--- config.mk ---
export PLATFORM = sky130hd
export DESIGN_NAME = gbf_ram
export DESIGN_NICKNAME = d
export VERILOG_FILES = /design/src/sv/gbf_ram.sv
export SDC_FILE = /design/constraint.sdc
export NUM_CORES = 1
export LEC_CHECK = 0
export BUFFER_PORTS_ARGS = -buffer_cell sky130_fd_sc_hd__buf_2
export CAP_MARGIN = 15
export CORE_MARGIN = 8
export CORE_UTILIZATION = 25
export DETAILED_ROUTE_END_ITERATION = 6
export GPL_TIMING_DRIVEN = 1
export PLACE_DENSITY_LB_ADDON = 0.3
export SLEW_MARGIN = 10
export SYNTH_ARGS = -nofsm -noshare
export SYNTH_HDL_FRONTEND = slang
export SYNTH_SLANG_ARGS = --single-unit
--- constraint.sdc ---
create_clock -name clk -period 4.25 [get_ports clk]
set_clock_uncertainty 0.05 [all_clocks]
set_input_delay 0.6375 -clock clk [delete_from_list [all_inputs] [get_ports clk]]
set_output_delay 0.6375 -clock clk [all_outputs]
set_load 0.005 [all_outputs]
--- src/sv/gbf_ram.sv ---
// Generic single-write, single-read synchronous RAM with registered read data.
// No dependencies.
module gbf_ram #(
	parameter int WIDTH = 8,
	parameter int DEPTH = 64
) (
	input  logic                     clk,
	input  logic                     we,
	input  logic [$clog2(DEPTH)-1:0] waddr,
	input  logic [WIDTH-1:0]         wdata,
	input  logic                     re,
	input  logic [$clog2(DEPTH)-1:0] raddr,
	output logic [WIDTH-1:0]         rdata
);

	logic [WIDTH-1:0] mem [DEPTH];

	// Write port and registered read port; a read of the entry being written
	// returns the old contents.
	always_ff @(posedge clk) begin
		if (we) begin
			mem[waddr] <= wdata;
		end
		if (re) begin
			rdata <= mem[raddr];
		end
	end

endmodule

==> impl_metrics.ini, run 1 <==
[timing]
setup_viol = 0
max_freq_ghz = 0.353
finalHoldViolations = 0
worstMarginPinSlew_ns = 1.08
fin_crit_ns = 2.84
rsz0062_at_grt = no
slew_headroom_pct = 27.7
finalSetupTns_ns = 0
slew_violations = 0
timing.final.crit_share_pct = 66.7

[die]
die_x_um = 301
num_rows = 104
die-area_um2 = 90400
initial_core_util_pct = 25.2
core-area_um2 = 80400
dieHeight_um = 301
io_pins = 31

[logic_synthesis]
ys_seq_area_share_pct = 77.1
synth_compound_area_share_pct = 2.06
synth_warnings = 0
synth_cells = 940
synth_top_family_by_area = multiplexers
synth_fp_nets = 963
synthMuxAreaShare_pct = 15.9
ys_ff_latch = 520
synth_area_um2 = 20200
syn_area_per_cell_um2 = 21.5
yosys.area_share.xor_xnor_pct = 0
synth_fa_ha_area_share_pct = 0
synthArstFlopShare_pct = 0
synth_edf_count = 520
synth-simple-area-share_pct = 3.37
synth_ff_type = edfxtp_1
synthDistinctLibCells = 39

[cts]
cts_setup_buffers = 0
clkLatencyLatePin_ns = 0.60
clockBufferDepth = 3
clk_pin_slew_ns = 0.06
cts.sinks = 520
h-tree-depth = 2
cts_buffers = 52
cts-hold-fix-buffers = 0
cts_tree = yes
ctsResizeCount = 0
cts_root_buffer = clkbuf_16

[routing]
met3_length_um = 2490
dr.pass1.iters = 6
wl_per_cell_um = 23.3
m1WireLength_um = 22300
routed.top_layer = met5
vias_per_cell = 4.50
wl_met2_um = 23600
wl_um = 49500
via_count = 9561
drt-initial-drc-count = 865
drcViolationCount = 0
ant_nets = 0

[global_routing]
grt_max_degree = 69
grt_pass1_wl_um = 72100
globalRouteOverflowTotal = 0
track_usage_pct = 10.8
antenna_found_initial = 4
grt_pass1_vias = 10100

[critical_path]
worstSetupPathType = in2reg
crit_arrival_ns = 3.10
end_kind = flip-flop
cp.required_ns = 4.52
cp-start-kind = primary input
cp_max_fo = 68

[placed_design]
portBuffers = 30
gp_congestion = 0.737
dp_hpwl_um = 31100

[pwr]
p_total_mw = 10.5
leakage_nw = 7.08
worst_ir_drop_vdd_mv = 0.273
cellPowerDensity_nw_per_um2 = 449

[status]
status = finished clean

[layout]
drive_above_1_share_pct = 26.6
syn_to_final_growth_pct = 15.2
final_net_count = 1044

[worst_hold_path]
hp-class = in2reg

[flow_run]
cap_violations = 0
==> layer usage <==
layer	GRT usage [%]	vias to the layer above
li1	-	4101
met1	14.8	5171
met2	17.4	206
met3	2.23	77
met4	2.86	6
met5	0	-
==> final cells by class <==
type | count | area, µm²
fillers | 7896 | 57100
flip-flops and latches | 520 | 15600
multi-input cells | 369 | 4320
clock buffers | 75 | 1410
well taps | 1060 | 1330
repair buffers | 78 | 537
clock inverters | 20 | 121
diodes | 1 | 2.50
==> power breakdown <==
part | switching [mW] | total, mW | internal [mW]
sequential | 0.0133 | 5.70 | 5.69
clock | 1.87 | 4.23 | 2.36
combinational | 0.338 | 0.536 | 0.198
total | 2.22 | 10.5 | 8.24
==> final timing paths <==
kind                    from        to  slack [ns]  cells after the start
hold / removal            re  rdata[4]        0.40                      1
setup reg to reg  mem[29][4]  rdata[4]        1.95                      5
hold reg to reg   mem[23][2]  rdata[2]        0.87                      4
setup / recovery    raddr[0]  rdata[4]        1.41                      6
==> stage by stage <==
stage          hold slack [ns]  utilization [%]  worst slack [ns]  cell area, µm²  cells
2_1_floorplan            0.686                -              1.76           20200    940
3_3_place_gp             0.854             27.1             0.740           21800   2027
3_5_place_dp             0.877             27.1             0.732           21800   2027
4_1_cts                  0.355             29.0              1.38           23300   2122
5_1_grt                  0.364             29.0              1.32           23300   2122
6_report                 0.396             29.0              1.41           23300   2123
==> flip-flops by register name, indices dropped and copies added (netlist names) <==
register,count
rdata,8
mem,512
==> synthesized netlist by cell type, types with 4 or more instances <==
cell | n | share of area (%)
buf_4 | 13 | 0.48
nand3_1 | 13 | 0.32
clkbuf_1 | 17 | 0.32
o221ai_1 | 8 | 0.35
mux4_2 | 126 | 14
edfxtp_1 | 520 | 77
buf_2 | 11 | 0.27
buf_1 | 4 | 0.074
a221oi_1 | 6 | 0.26
nor3_1 | 7 | 0.17
nand2b_1 | 7 | 0.22
a211oi_1 | 4 | 0.15
o22ai_1 | 8 | 0.25
mux2i_1 | 23 | 1.1
nor2_1 | 83 | 1.5
nor2b_1 | 14 | 0.43
nand2_1 | 19 | 0.35
mux2_2 | 13 | 0.72
buf_6 | 4 | 0.22
==> logic make-up after synthesis <==
family / after synthesis
compound gates: 54
buf+inv: 51
flops: 520
mux: 162
simple gates: 153
==> worst max-delay path, stage by stage <==
cell and delay [ns]:
clkbuf_8 0.63, mux4_2 0.61, mux2_2 0.32, o221a_2 0.28, nor3_1 0.39, o32ai_1 0.16
==> cell usage in the layout (no fill, tap or decap), types with 3 or more instances in the layout <==
master / count
o22ai_1: 8
nor2b_1: 14
nand3_1: 13
buf_4: 49
o221ai_1: 8
nor2_1: 83
nand2_1: 19
clkbuf_16: 53
nand2b_1: 7
nor3_1: 7
a22oi_1: 3
a211oi_1: 4
a221oi_1: 6
buf_2: 27
nand3b_1: 3
a21oi_1: 3
clkinv_2: 8
clkbuf_1: 22
mux4_2: 126
mux2_2: 13
o2111ai_1: 3
o2bb2ai_1: 3
edfxtp_1: 520
clkinv_1: 9
mux2i_1: 23
Power figures use the tool's default switching activity.
==> run 2, diff against run 1 <==
==> constraint.sdc (replaced) <==
create_clock -name clk -period 2.87 [get_ports clk]
set_clock_uncertainty 0.05 [all_clocks]
set_input_delay 0.4305 -clock clk [delete_from_list [all_inputs] [get_ports clk]]
set_output_delay 0.4305 -clock clk [all_outputs]
set_load 0.005 [all_outputs]
==> run 2 against run 1 <==
Sequential cell count stayed put. Cell count is 4.0% higher. Sequential share of layout area is 2.6 points lower. First-iteration DRC count is 9.8% higher. Critical path depth is 1 lower. Routed wire length is 1.2% higher. Total power is 56% higher. Combinational power is 59% higher. Cell area is 4.1% higher. Sequential power is 48% higher. Utilization is 1.2 points higher. Non-clock buffer count is 82 higher. Critical endpoint is now rdata[6]. Largest power group unchanged. Highest routed layer unchanged.
==> impl_metrics.ini, run 2 (synthesis gave the netlist of run 1 again) <==
[status]
status = finished clean

[cts]
cts_tree = yes
cts-hold-fix-buffers = 0
clkLatencyLatePin_ns = 0.61
cts.sinks = 520
clk_pin_slew_ns = 0.06
cts_buffers = 54
cts_root_buffer = clkbuf_16
clockBufferDepth = 3
h-tree-depth = 2
cts_setup_buffers = 0
ctsResizeCount = 0

[layout]
largest_register_ffs = 512
reg.largest.list = mem x512, rdata x8
final_area_um2 = 24300
syn_to_final_growth_pct = 19.9
final_cell_mix = edfxtp_1, mux4_2, buf_4
drive_above_1_share_pct = 33.2
final_common_cell = edfxtp_1
final_net_count = 1128
largest-register = mem

[routing]
drt-initial-drc-count = 950
wl_um = 50000
wl_per_cell_um = 22.7
dr.pass1.iters = 5
vias_per_cell = 4.47
ant_nets = 0
via_count = 9860
drcViolationCount = 0

[timing]
timing.final.crit_share_pct = 78.0
fin_crit_ns = 2.24
holdWs_ns = 0.139
worstMarginPinSlew_ns = 0.790
setup_viol = 0
finalSetupTns_ns = 0
max_freq_ghz = 0.447
slew_violations = 0
fin_ws_ns = 0.631
slew_headroom_pct = 47.3
rsz0062_at_grt = no
finalHoldViolations = 0

[critical_path]
cp_max_fo = 1
worstSetupPathType = reg2reg
crit_arrival_ns = 2.52
cp.required_ns = 3.16
end_kind = flip-flop
cp-start-kind = flip-flop

[global_routing]
antenna_found_initial = 6
grt_pass1_wl_um = 73000
grt_pass1_vias = 10300
grt_max_degree = 65
track_usage_pct = 11.0
globalRouteOverflowTotal = 0

[die]
die_x_um = 301
num_rows = 104
io_pins = 31
die-area_um2 = 90400
dieHeight_um = 301
initial_core_util_pct = 25.2
core-area_um2 = 80400

[placed_design]
dpl_cell_area_um2 = 22500
gp_congestion = 0.779
dp_hpwl_um = 32300
portBuffers = 30
pre_cts_slack_ns = -0.00231

[worst_hold_path]
hp-class = in2reg

[pwr]
leakage_nw = 7.65
cellPowerDensity_nw_per_um2 = 670
worst_ir_drop_vdd_mv = 0.406

[flow_run]
cap_violations = 0
[run 2: cell types whose count changed in the layout (fill, tap and decap cells not counted), sizes merged]
| cell | before | now |
|---|---|---|
| buf | 77 | 159 |
| bufinv | 1 | 7 |
| clkbuf | 76 | 64 |
| clkinv | 17 | 20 |
| clkinvlp | 0 | 5 |
[run 2: per-stage QoR]
step / power, mW / instances / utilization, %
6_report: 16.3 / 2207 / 30.2
5_1_grt: 16.8 / 2206 / 30.2
4_1_cts: 16.5 / 2206 / 30.2
3_5_place_dp: 9.48 / 2109 / 28.0
3_3_place_gp: 9.47 / 2109 / 28.0
2_1_floorplan: 9.04 / 940 / -
[run 2: worst paths after layout]
kind,start,end,slack [ns],cells past startpoint
worst max register to register,mem[21][6],rdata[6],0.63,5
worst min register to register,mem[23][2],rdata[2],0.83,4
worst min-delay path,re,rdata[3],0.14,1
worst max-delay path,mem[21][6],rdata[6],0.63,5
[run 2: critical path, cell delays in order (launching register included)]
cell	delay [ns]
edfxtp_1	0.37
mux4_2	0.47
mux2_2	0.28
o221a_2	0.27
nor3_1	0.40
o32ai_1	0.15
[run 2: metal layers]
layer | vias to the layer above | track usage, % | wire (µm)
li1 | 4270 | - | -
met1 | 5280 | 14.7 | 22100
met2 | 228 | 17.9 | 24000
met3 | 78 | 2.24 | 2680
met4 | 4 | 3.16 | 1200
met5 | - | 0 | 23
[run 2: power by group]
group	leakage, nW	switching [mW]	total, mW	internal (mW)
registers	4.69	0.0275	8.45	8.42
logic	2.11	0.509	0.853	0.344
clock network	0.847	2.89	6.97	4.08
[run 2: cell type report]
cell class / instances / area, µm²
fillers: 7853 / 56100
flip-flops and latches: 520 / 15600
multi-input cells: 369 / 4320
clock buffers: 63 / 1390
well taps: 1060 / 1330
repair buffers: 160 / 1260
clock inverters: 34 / 370
diodes: 1 / 2.50
